$ cat config.mk
export PLATFORM = sky130hd
export DESIGN_NAME = tcw_cursor
export DESIGN_NICKNAME = d
export VERILOG_FILES = /design/src/design/tcw_pkg.sv /design/src/design/tcw_cursor.sv
export SDC_FILE = /design/constraint.sdc
export NUM_CORES = 1
export LEC_CHECK = 0
export BUFFER_PORTS_ARGS = -buffer_cell sky130_fd_sc_hd__buf_4
export CAP_MARGIN = 30
export CORE_AREA = 10 10 66 68
export CTS_BUF_LIST = sky130_fd_sc_hd__clkbuf_4 sky130_fd_sc_hd__clkbuf_8
export CTS_CLUSTER_SIZE = 40
export DETAILED_ROUTE_END_ITERATION = 12
export DIE_AREA = 0 0 76 78
export GPL_ROUTABILITY_DRIVEN = 0
export PLACE_DENSITY = 0.81
export SKIP_CTS_REPAIR_TIMING = 1
export SYNTH_ARGS = -nofsm -noshare
export SYNTH_HDL_FRONTEND = slang
export SYNTH_SLANG_ARGS = --single-unit
$ cat constraint.sdc
create_clock -name clk -period 3.8 [get_ports clk]
set_input_delay 0 -clock clk [delete_from_list [all_inputs] [get_ports clk]]
set_output_delay 0 -clock clk [all_outputs]
set_load 0.05 [all_outputs]
$ cat src/design/tcw_pkg.sv
// shared constants, codes and types of the text console writer
package tcw_pkg;

  localparam int COLUMNS_DEF = 80;
  localparam int ROWS_DEF    = 25;

  localparam int OP_W   = 2;
  localparam int CHAR_W = 8;
  localparam int COL_W  = 7;
  localparam int ROW_W  = 5;
  localparam int IDX_W  = 11;
  localparam int ATTR_W = 8;
  localparam int CELL_W = CHAR_W + ATTR_W;

  localparam int CFG_AW = 3;
  localparam int CFG_DW = 32;

  localparam logic [OP_W-1:0] OP_PUT   = 2'd0;
  localparam logic [OP_W-1:0] OP_CLEAR = 2'd1;
  localparam logic [OP_W-1:0] OP_GOTO  = 2'd2;
  localparam logic [OP_W-1:0] OP_READ  = 2'd3;

  localparam logic [CHAR_W-1:0] BLANK_CHAR   = 8'd32;
  localparam logic [CHAR_W-1:0] NEWLINE_CHAR = 8'd10;
  localparam logic [ATTR_W-1:0] RESET_ATTR   = 8'd15;

  // register select is paddr bit 2
  localparam logic REG_ATTR = 1'b0;

  typedef struct packed {
    logic go;
    logic adv;
    logic nl;
    logic home;
  } cur_cmd_t;

  typedef struct packed {
    logic [COL_W-1:0]  cursor_column;
    logic [ROW_W-1:0]  cursor_row;
    logic [IDX_W-1:0]  cursor_index;
    logic [CHAR_W-1:0] cell_char;
    logic [ATTR_W-1:0] cell_attribute;
  } out_word_t;

endpackage

$ cat src/design/tcw_cursor.sv
// cursor registers with advance, wrap, goto and home
module tcw_cursor #(
  parameter int COLUMNS = tcw_pkg::COLUMNS_DEF,
  parameter int ROWS    = tcw_pkg::ROWS_DEF
) (
  input  logic                              clk,
  input  logic                              rst_n,
  input  tcw_pkg::cur_cmd_t                 cmd,
  input  logic [$clog2(COLUMNS)-1:0]        go_col,
  input  logic [$clog2(ROWS)-1:0]           go_row,
  output logic [$clog2(COLUMNS)-1:0]        col_o,
  output logic [$clog2(ROWS)-1:0]           row_o,
  output logic [$clog2(COLUMNS*ROWS)-1:0]   idx_o,
  output logic [$clog2(COLUMNS)-1:0]        nxt_col,
  output logic [$clog2(ROWS)-1:0]           nxt_row,
  output logic [$clog2(COLUMNS*ROWS)-1:0]   nxt_idx
);
  import tcw_pkg::*;

  localparam int CW = $clog2(COLUMNS);
  localparam int RW = $clog2(ROWS);
  localparam int AW = $clog2(COLUMNS * ROWS);
  localparam logic [CW-1:0] LAST_COL = CW'(COLUMNS - 1);
  localparam logic [RW-1:0] LAST_ROW = RW'(ROWS - 1);

  logic [CW-1:0] col_r, col_nxt;
  logic [RW-1:0] row_r, row_nxt;
  logic          wrap;

  always_comb begin
    col_nxt = col_r;
    row_nxt = row_r;
    wrap    = cmd.nl || (cmd.adv && (col_r == LAST_COL));
    if (cmd.home) begin
      col_nxt = '0;
      row_nxt = LAST_ROW;
    end else if (cmd.go) begin
      col_nxt = go_col;
      row_nxt = go_row;
    end else if (wrap) begin
      col_nxt = '0;
      if (row_r != LAST_ROW) begin
        row_nxt = row_r + 1'b1;
      end
    end else if (cmd.adv) begin
      col_nxt = col_r + 1'b1;
    end
  end

  always_ff @(posedge clk) begin
    if (!rst_n) begin
      col_r <= '0;
      row_r <= LAST_ROW;
    end else begin
      col_r <= col_nxt;
      row_r <= row_nxt;
    end
  end

  assign col_o   = col_r;
  assign row_o   = row_r;
  assign nxt_col = col_nxt;
  assign nxt_row = row_nxt;
  assign idx_o   = AW'(row_r * COLUMNS + col_r);
  assign nxt_idx = AW'(row_nxt * COLUMNS + col_nxt);

endmodule

==> results of run 1 <==
worst paths after layout:
path	from	end	cells after the start
setup / recovery	row_o[0]	nxt_idx[10]	14
hold / removal	go_col[1]	col_o[1]	3
setup reg to reg	col_o[1]	row_o[4]	7
hold reg to reg	col_o[3]	col_o[3]	3
worst min-delay path: stages:
cell,delay (ns)
buf_4,0.08
a21oi_1,0.07
nor2_1,0.09
logic make-up (layout without fill, tap and decap cells):
family	Yosys count	count (layout)	synth area share (%)
XOR/XNOR	19	19	11.1
AND/OR/NAND/NOR	64	64	22.5
flip-flops	12	12	16.0
adder cells (fa/ha/maj)	23	23	21.1
AO/OA/AOI/OAI	39	39	18.0
multiplexers	3	3	2.08
buffers and inverters	27	89	9.24
routing by layer:
layer | up-vias | GRT usage, % | routed length (microns)
met5 | - | 0 | 0
met4 | 0 | 4.55 | 65
met3 | 4 | 2.53 | 267
met2 | 49 | 23.6 | 2230
met1 | 718 | 14.8 | 1820
li1 | 778 | - | -
state kept, by name (all words and copies together) (netlist names):
register / count
row_o: 5
col_o: 7
power groups by stage:
stage	combinational [mW]	clock, mW	sequential [mW]
final	0.387	0.103	0.137
after global routing	0.411	0.110	0.138
after global placement	0.367	0	0.141
after floorplan	0.257	0	0.155
after CTS	0.371	0.104	0.138
after detailed placement	0.370	0	0.141
Yosys cell counts, types with 2 or more instances:
cell,instances,area [sq um]
dfxtp_1,12,240
xnor2_1,12,105
nand2_1,6,22.5
fa_1,4,80.1
a22oi_1,4,30.0
nor3b_1,4,30.0
nand3_1,4,20.0
a21oi_1,13,65.1
buf_4,8,60.1
nor3_1,6,30.0
inv_1,13,48.8
xor2_1,7,61.3
ha_1,19,238
a21o_1,6,45.0
a211oi_1,2,15.0
o21ai_0,5,25.0
and2_1,2,12.5
buf_1,2,7.51
or3_1,2,12.5
nand2b_1,3,18.8
mux2i_1,2,20.0
clkbuf_1,3,11.3
nor2b_1,7,43.8
nand4_1,3,18.8
nor2_1,22,82.6
cell usage in the layout (no fill, tap or decap), drive strengths merged, types with 5 or more instances in the layout:
| cell type | instances |
|---|---|
| nor3 | 6 |
| nor3b | 5 |
| nor2 | 22 |
| o21ai | 5 |
| a21o | 6 |
| nand2 | 6 |
| xor2 | 7 |
| a21oi | 13 |
| buf | 71 |
| ha | 19 |
| inv | 13 |
| dfxtp | 12 |
| nor2b | 7 |
| xnor2 | 12 |
per-stage QoR:
stage	worst slack [ns]	total power [mW]	hold WS [ns]	cells
detailed placement	0.0240	0.511	0.212	285
finish	-0.114	0.627	-0.000363	295
global route	-0.249	0.659	0.00781	295
CTS	-0.289	0.614	-0.0795	289
floorplan	-0.0108	0.412	0.0619	187
global placement	0.158	0.508	0.204	285
final cells by class:
| class | instances | share of cell area [%] |
|---|---|---|
| Tap cell | 46 | 2.64 |
| Clock buffer | 4 | 1.66 |
| Inverter | 13 | 2.24 |
| Timing Repair Buffer | 72 | 25.1 |
| Multi-Input combinational cell | 148 | 56.3 |
| Sequential cell | 12 | 12.0 |
==> run_results.csv, run 1 <==
group,metric,value,unit
synth,syn_nets,228,
synth,synth_seq_cells,12,
global_routing,grt_pass1_vias,1479,
route,drt_iter0_markers,122,
die,core.rowCount,21,
layout,drive_above_1_share,41.8,%
die,initial_core_util,47.3,%
route,wl_per_cell,14.9,microns
layout,fillers,275,
critical_path,required,3.80,ns
synth,synthesis.area,0.00150,sq mm
layout,diodes,0,
timing,timing.slew.headroom,64.9,%
power,powerDensity,287,mW/mm^2
synth,synth_edf_count,0,
clock_tree,cts_buffers,3,
synth,netlist_instances,187,
critical_path,cp-end-kind,"primary output",
outcome,violations,"negative hold slack, negative setup slack",
critical_path,crit_fanout,5,
timing,whs,-0.000363,ns
critical_path,rrSetupSlack,2.07,ns
synth,yosysWarnings,0,
die,core,0.00318,sq mm
route,drt_wl_total,4390,microns
timing,tightestPinTransition,0.524,ns
timing,hold_viol,1,
die,ios,64,
synth,async_reset_ff_share,0,%
clock_tree,clock_sinks,12,
synth,yosysSeqAreaShare,16.0,%
layout,multi_input_area,0.00123,sq mm
outcome,status,"finished, violations left",
layout,postLayoutCoreUtil,68.6,%
die,die_y,78,microns
synth,ys.flop_type,"dfxtp_1",
critical_path,path_delay_family,"adder cells",
layout,seq_area,263,sq um
critical_path,crit_arrival,3.91,ns
critical_path,slowest_delay,0.50,ns
route,firstDrtPassIters,4,
power,p_int,0.328,mW
power,leakagePower,1.03,nW
critical_path,cp_cell_sequence,"inv_1 > ha_1 > and4b_2 > or3_4 > a21oi_4 > nor3_4 > ha_1 > ha_2 > fa_1 > nand3_2 > mux2_2 > o32ai_4 > xnor2_4 > buf_6",
route,postRouteAntennaNets,0,
power,p_sw_share,47.6,%
clock_tree,cts.htree.levels,1,
die,die-area,0.00593,sq mm
clock_tree,clkTransAtPathRegs,0.08,ns
power,p_sw,0.299,mW
timing,fin_crit_sh,103,%
job,cap_violations,0,
route,drcViolationCount,0,
layout,nets,291,
critical_path,crit_path_top_delay_cell,"fa_1",
critical_path,cp_common_cell,"ha_1",
global_routing,grt_pass1_wl,6660,microns
power,power_frac_comb,61.7,%
clock_tree,cts_tree,"yes",
global_routing,grt-ovfl-total,0,
clock_tree,clk_latency,0.27,ns
synth,avgSynthCellArea,8.04,sq um
power,power_frac_seq,21.9,%
clock_tree,cts-root-buf,"clkbuf_4",
timing,min_period,3.91,ns
power,vdd.ir_drop.worst,0.241,mV
place,io_buffers,63,
global_routing,grt_max_degree,27,
timing,fmax,256,MHz
timing,tns,-0.114,ns
critical_path,startpoint_type,"flip-flop",
timing,fin_ws,-0.114,ns
synth,synth.distinct_cells,41,
power,pwr-share-clk,16.4,%
critical_path,setup.worst_path.class,"reg2out",
global_routing,track_usage,13.0,%
critical_path,path_buf_inv,2,
worst_hold_path,hold_path_class,"in2reg",
layout,area_growth,45.1,%
layout,final_area,0.00218,sq mm
timing,maxSlewViolCount,0,
global_routing,grt_antenna_before_repair,0,
place,dpl.hpwl,3470,microns
die,chipWidth,76,microns
route,vias,1549,
timing,rsz0062_at_grt,"true",
timing,setup_viol,1,
timing,clock_skew,0.00314,ns
place,dpl_cell_area,0.00205,sq mm
route,via_per_inst,5.25,
clock_tree,clockBufferDepth,2,
Power figures use the tool's default switching activity.
==> inputs of run 2 (changes only) <==
--- a/config.mk
+++ b/config.mk
@@ -7,13 +7,13 @@
 export LEC_CHECK = 0
 export BUFFER_PORTS_ARGS = -buffer_cell sky130_fd_sc_hd__buf_4
 export CAP_MARGIN = 30
-export CORE_AREA = 10 10 66 68
+export CORE_AREA = 10 10 69 71
 export CTS_BUF_LIST = sky130_fd_sc_hd__clkbuf_4 sky130_fd_sc_hd__clkbuf_8
 export CTS_CLUSTER_SIZE = 40
 export DETAILED_ROUTE_END_ITERATION = 12
-export DIE_AREA = 0 0 76 78
+export DIE_AREA = 0 0 79 81
 export GPL_ROUTABILITY_DRIVEN = 0
-export PLACE_DENSITY = 0.81
+export PLACE_DENSITY = 0.77
 export SKIP_CTS_REPAIR_TIMING = 1
 export SYNTH_ARGS = -nofsm -noshare
 export SYNTH_HDL_FRONTEND = slang
==> constraint.sdc (replaced) <==
create_clock -name clk -period 3.4 [get_ports clk]
set_input_delay 0 -clock clk [delete_from_list [all_inputs] [get_ports clk]]
set_output_delay 0 -clock clk [all_outputs]
set_load 0.05 [all_outputs]
==> run 2 against run 1 <==
Net effect: the flow still finishes with violations (negative hold slack, negative setup slack); first-iteration DRC count fell by 37%; core utilization is 0.80 points lower; combinational power up 20%; sequential share of layout area shrank 1.0 points; clock-buffer cell count decreased by 1; non-clock buffer count grew 24; clock skew is essentially flat; die area is 7.9% higher; largest power group unchanged.
==> run_results.csv, run 2 (synthesized netlist as in run 1, its figures left out) <==
group,metric,value,unit
clock_tree,clock_sinks,12,
layout,drive_above_1_share,47.3,%
timing,fin_crit_sh,111,%
route,dr.max_layer_used,"met4",
place,dpl.hpwl,3870,microns
timing,fmax,266,MHz
global_routing,grt_pass1_wl,7550,microns
critical_path,timing.rr.start,"col_o[0]",
route,firstDrtPassIters,4,
layout,area_growth,59.0,%
route,drcViolationCount,0,
layout,largest_reg_flops,7,
global_routing,track_usage,14.2,%
critical_path,crit_fanout,3,
clock_tree,clockBufferDepth,2,
clock_tree,clkTransAtPathRegs,0.07,ns
timing,setup_viol,1,
route,met2_length,2450,microns
clock_tree,cts-root-buf,"clkbuf_4",
route,via_per_inst,4.99,
timing,rsz0062_at_grt,"true",
place,io_buffers,63,
layout,seq_area,263,sq um
route,drt_wl_total,4670,microns
route,wl_per_cell,14.5,microns
outcome,violations,"negative hold slack, negative setup slack",
layout,final_common_cell,"buf_4",
timing,fin_ws,-0.366,ns
layout,multi_input_area,0.00126,sq mm
timing,maxSlewViolCount,0,
clock_tree,cts_buffers,3,
critical_path,startpoint,"col_o[0]",
timing,tightestPinTransition,0.552,ns
critical_path,setup.worst_path.class,"reg2out",
layout,fillers,306,
layout,nets,315,
critical_path,endpoint,"nxt_idx[10]",
route,wl_met3,283,microns
timing,timing.slew.headroom,63.1,%
critical_path,crit_path_top_delay_cell,"fa_1",
die,ios,64,
timing,clock_skew,0.00267,ns
timing,hold_viol,1,
critical_path,crit_arrival,3.77,ns
power,leakagePower,1.14,nW
critical_path,cp-end-kind,"primary output",
layout,diodes,0,
critical_path,rrSetupSlack,1.64,ns
layout,final_area,0.00239,sq mm
place,dp_cells,314,
die,core,0.00352,sq mm
route,drt_iter0_markers,77,
critical_path,reg2reg_to,"row_o[4]",
critical_path,startpoint_type,"flip-flop",
outcome,status,"finished, violations left",
timing,tns,-0.366,ns
die,initial_core_util,42.6,%
clock_tree,cts_tree,"yes",
route,vias,1602,
critical_path,slowest_delay,0.55,ns
layout,layout.cells.most_common_list,"buf_4, nor2_1, ha_1, inv_1",
die,die_y,81,microns
worst_hold_path,hold_path_class,"in2reg",
global_routing,grt-ovfl-total,0,
global_routing,grt_antenna_before_repair,0,
die,chipWidth,79,microns
place,dpl_cell_area,0.00226,sq mm
clock_tree,clk_latency,0.27,ns
critical_path,cp_cell_sequence,"ha_4 > and4_4 > a21oi_2 > or3_1 > a21oi_2 > nor3_4 > ha_4 > ha_4 > fa_1 > nand3_2 > mux2_4 > o32ai_4 > xnor2_4 > buf_6",
die,core.rowCount,22,
job,cap_violations,0,
global_routing,grt_pass1_vias,1668,
critical_path,required,3.40,ns
critical_path,cp_common_cell,"ha_4",
timing,min_period,3.77,ns
power,powerDensity,293,mW/mm^2
route,wl_met1,1880,microns
route,postRouteAntennaNets,0,
die,die-area,0.00640,sq mm
layout,final_cells,321,
clock_tree,cts.htree.levels,1,
critical_path,rr_worst_depth,8,
global_routing,grt_max_degree,27,
timing,whs,-0.0000719,ns
power,vdd.ir_drop.worst,0.264,mV
==> run 2: cell type report <==
type	count	area share, %
timing repair buffer	96	30.5
tap	48	2.51
multi-input combinational	148	52.8
sequential	12	11.0
inverter	13	2.04
clock inverter	1	0.157
clock buffer	3	0.943
==> run 2: worst min-delay path by stage <==
| stage | end | from | cells past startpoint |
|---|---|---|---|
| 6_report | col_o[0] | go_col[0] | 3 |
| 5_1_grt | col_o[0] | go_col[0] | 3 |
| 4_1_cts | row_o[4] | rst_n | 2 |
| 3_5_place_dp | row_o[4] | rst_n | 2 |
| 3_3_place_gp | row_o[4] | rst_n | 2 |
| 2_1_floorplan | row_o[4] | rst_n | 1 |
==> run 2: routing by layer <==
| layer | GRT usage (%) | vias up |
|---|---|---|
| met4 | 4.84 | 0 |
| li1 | - | 820 |
| met1 | 15.5 | 737 |
| met2 | 26.3 | 41 |
| met3 | 3.31 | 4 |
| met5 | 0 | - |
==> run 2: report_power, final <==
part | total, mW | switching (mW) | internal [mW]
combinational | 0.466 | 0.289 | 0.177
clock | 0.0876 | 0.0451 | 0.0425
sequential | 0.147 | 0.00302 | 0.144
total | 0.701 | 0.337 | 0.364
==> run 2: critical path: cells and delay by family (launching register included) <==
kind	cells	cell delay (ns)
AO/OA/AOI/OAI	3	0.64
multiplexers	1	0.32
adder cells (fa/ha/maj)	4	1.07
flip-flops	1	0.36
XOR/XNOR	1	0.15
buffers and inverters	1	0.17
AND/OR/NAND/NOR	4	0.76
==> run 2: through the flow <==
| stage | util [%] | power, mW | setup slack [ns] |
|---|---|---|---|
| floorplan | - | 0.463 | -0.411 |
| global placement | 64.2 | 0.597 | -0.180 |
| detailed placement | 64.2 | 0.602 | -0.235 |
| CTS | 65.0 | 0.692 | -0.542 |
| global route | 67.8 | 0.741 | -0.511 |
| finish | 67.8 | 0.701 | -0.366 |
==> inputs of run 3 (changes only) <==
--- a/config.mk
+++ b/config.mk
@@ -5,13 +5,14 @@
 export SDC_FILE = /design/constraint.sdc
 export NUM_CORES = 1
 export LEC_CHECK = 0
+export ABC_AREA = 1
 export BUFFER_PORTS_ARGS = -buffer_cell sky130_fd_sc_hd__buf_4
 export CAP_MARGIN = 30
-export CORE_AREA = 10 10 69 71
+export CORE_AREA = 10 10 70 72
 export CTS_BUF_LIST = sky130_fd_sc_hd__clkbuf_4 sky130_fd_sc_hd__clkbuf_8
 export CTS_CLUSTER_SIZE = 40
 export DETAILED_ROUTE_END_ITERATION = 12
-export DIE_AREA = 0 0 79 81
+export DIE_AREA = 0 0 80 82
 export GPL_ROUTABILITY_DRIVEN = 0
 export PLACE_DENSITY = 0.77
 export SKIP_CTS_REPAIR_TIMING = 1
==> run 3 against run 2 <==
Net effect: synthesized cell count rose by 25%; flip-flop and latch count did not move; cell area fell by 3.6%; critical path type unchanged; the run now ends clean; first-iteration DRC count rose by 40%; clock-buffer cell count did not move; sequential power rose by 5%.
==> run_results.csv, run 3 <==
group,metric,value,unit
outcome,status,"finished clean",
critical_path,reg2reg_to,"col_o[5]",
global_routing,grt_pass1_wl,7360,microns
die,core,0.00358,sq mm
worst_hold_path,worstHoldStart,"go_row[3]",
route,drt_iter0_markers,108,
timing,min_period,3.26,ns
worst_hold_path,hold_end,"row_o[3]",
layout,final_common_cell,"buf_4",
route,wl_per_cell,13.4,microns
timing,fin_crit_sh,95.9,%
timing,clock_skew,0.00603,ns
clock_tree,cts_tree,"yes",
timing,tns,0,ns
synth,avgSynthCellArea,6.67,sq um
timing,hold_viol,0,
global_routing,grt_pass1_vias,1641,
critical_path,startpoint,"col_o[5]",
clock_tree,cts_buffers,3,
place,dpl.hpwl,3810,microns
synth,async_reset_ff_share,0,%
die,chipWidth,80,microns
clock_tree,clockBufferDepth,2,
power,leakagePower,1.23,nW
clock_tree,clkTransAtPathRegs,0.07,ns
route,drcViolationCount,0,
route,vias,1690,
global_routing,track_usage,13.5,%
global_routing,grt_antenna_before_repair,0,
critical_path,crit_arrival,3.26,ns
layout,largest_reg_flops,7,
die,ios,64,
route,drt_wl_total,4740,microns
route,via_per_inst,4.79,
critical_path,cp-end-kind,"primary output",
route,firstDrtPassIters,4,
layout,layout.cells.most_common_list,"buf_4, nand2_1, inv_1, nor2_1, ha_1",
synth,synth_seq_cells,12,
die,core.rowCount,22,
synth,synth_common_cells,"nand2_1, inv_1, nor2_1",
clock_tree,cts-root-buf,"clkbuf_4",
job,cap_violations,0,
synth,synth.top_cell.area_share,15.4,%
layout,nets,347,
global_routing,grt_max_degree,15,
synth,netlist_instances,233,
timing,maxSlewViolCount,0,
layout,diodes,0,
critical_path,rrSetupSlack,1.77,ns
timing,fmax,307,MHz
timing,timing.slew.headroom,75.0,%
critical_path,setup.worst_path.class,"reg2out",
synth,netlist_top_cells_area,"dfxtp_1, ha_1, nand2_1, inv_1, xor2_1",
timing,setup_viol,0,
synth,yosysMostFrequentCell,"nand2_1",
timing,fin_ws,0.140,ns
place,dpl_cell_area,0.00209,sq mm
critical_path,crit_fanout,6,
synth,ys.flop_type,"dfxtp_1",
die,die_y,82,microns
clock_tree,clk_latency,0.27,ns
critical_path,timing.rr.start,"col_o[0]",
critical_path,required,3.40,ns
power,vdd.ir_drop.worst,0.207,mV
worst_hold_path,hold_path_class,"in2reg",
place,io_buffers,63,
die,initial_core_util,43.5,%
global_routing,grt-ovfl-total,0,
worst_hold_path,holdPathStages,3,
layout,area_growth,48.0,%
timing,tightestPinTransition,0.375,ns
synth,synthesis.area,0.00156,sq mm
critical_path,startpoint_type,"flip-flop",
synth,yosysSeqAreaShare,15.4,%
clock_tree,cts.htree.levels,1,
die,die-area,0.00656,sq mm
layout,final_area,0.00230,sq mm
power,powerDensity,302,mW/mm^2
layout,drive_above_1_share,44.3,%
route,postRouteAntennaNets,0,
synth,syn_nets,274,
timing,whs,0.00797,ns
clock_tree,clock_sinks,12,
place,dpl_worst_slack,0.168,ns
synth,yosysWarnings,0,
critical_path,rr_worst_depth,10,
synth,synth_edf_count,0,
synth,synth.distinct_cells,29,
synth,synth_area_leader_cell,"dfxtp_1",
-- run 3: cell count changes in the layout (fill, tap and decap cells not counted), sizes merged, moves of 4 or more --
| cell | previous run | this run |
|---|---|---|
| a21o | 6 | 1 |
| a22oi | 4 | 0 |
| buf | 94 | 77 |
| inv | 13 | 33 |
| nand2 | 6 | 62 |
| nand3 | 4 | 17 |
| nor2b | 7 | 0 |
| nor3b | 5 | 1 |
| xnor2 | 12 | 4 |
| xor2 | 7 | 11 |
-- run 3: critical path: stages (launching register included) --
cell	delay, ns
dfxtp_2	0.37
inv_4	0.09
nand2_1	0.06
nor2_2	0.16
nand2_4	0.09
nand2_4	0.09
nand2_4	0.05
o21ai_2	0.12
nand2_1	0.09
nand2_2	0.11
clkinvlp_4	0.12
ha_4	0.24
ha_4	0.16
fa_2	0.57
nand3_2	0.08
inv_2	0.05
nand2_1	0.04
nand2_1	0.10
nand3_2	0.08
nand2_2	0.09
clkinvlp_4	0.08
buf_8	0.15
-- run 3: cells by family after synthesis --
| family | count (synthesis) | share of synthesized area [%] |
|---|---|---|
| multiplexers | 1 | 0.724 |
| AND/OR/NAND/NOR | 113 | 33.9 |
| XOR/XNOR | 15 | 8.45 |
| AO/OA/AOI/OAI | 21 | 7.24 |
| buffers and inverters | 48 | 13.8 |
| flip-flops | 12 | 15.4 |
| adder cells (fa/ha/maj) | 23 | 20.4 |
-- run 3: per-layer routing --
layer  global-route usage, %  part of all wire [%]  vias up
met2                    23.8                    52       63
met5                       0                     0        -
met1                    15.2                    39      755
li1                        -                     -      866
met3                    3.28                   8.0        6
met4                    5.63                   1.5        0
-- run 3: stage by stage --
step	power, mW	util (%)	cells
floorplan	0.464	-	233
global placement	0.572	58.5	336
detailed placement	0.578	58.5	336
CTS	0.666	59.2	340
global route	0.738	64.3	353
finish	0.696	64.3	353
-- run 3: final cells by class --
cell class / count / area [sq um]
clock buffer: 3 / 22.5
clock inverter: 1 / 3.75
fill: 316 / 1280
inverter: 38 / 153
multi-input combinational: 173 / 1200
sequential: 12 / 265
tap: 48 / 60.1
timing repair buffer: 78 / 596
-- run 3: how the worst max path moves through the flow --
stage	end	slack [ns]	depth (start not counted)
after global routing	nxt_idx[10]	-0.09	24
after floorplan	nxt_idx[8]	-0.04	14
after detailed placement	nxt_idx[10]	0.17	23
after CTS	nxt_idx[10]	-0.14	23
final	nxt_idx[10]	0.14	21
after global placement	nxt_idx[10]	0.27	23
-- run 3: power by group --
part / total [mW] / internal, mW / switching (mW)
registers: 0.155 / 0.145 / 0.00991
clock network: 0.0887 / 0.0424 / 0.0463
logic: 0.452 / 0.153 / 0.300
total: 0.696 / 0.340 / 0.356
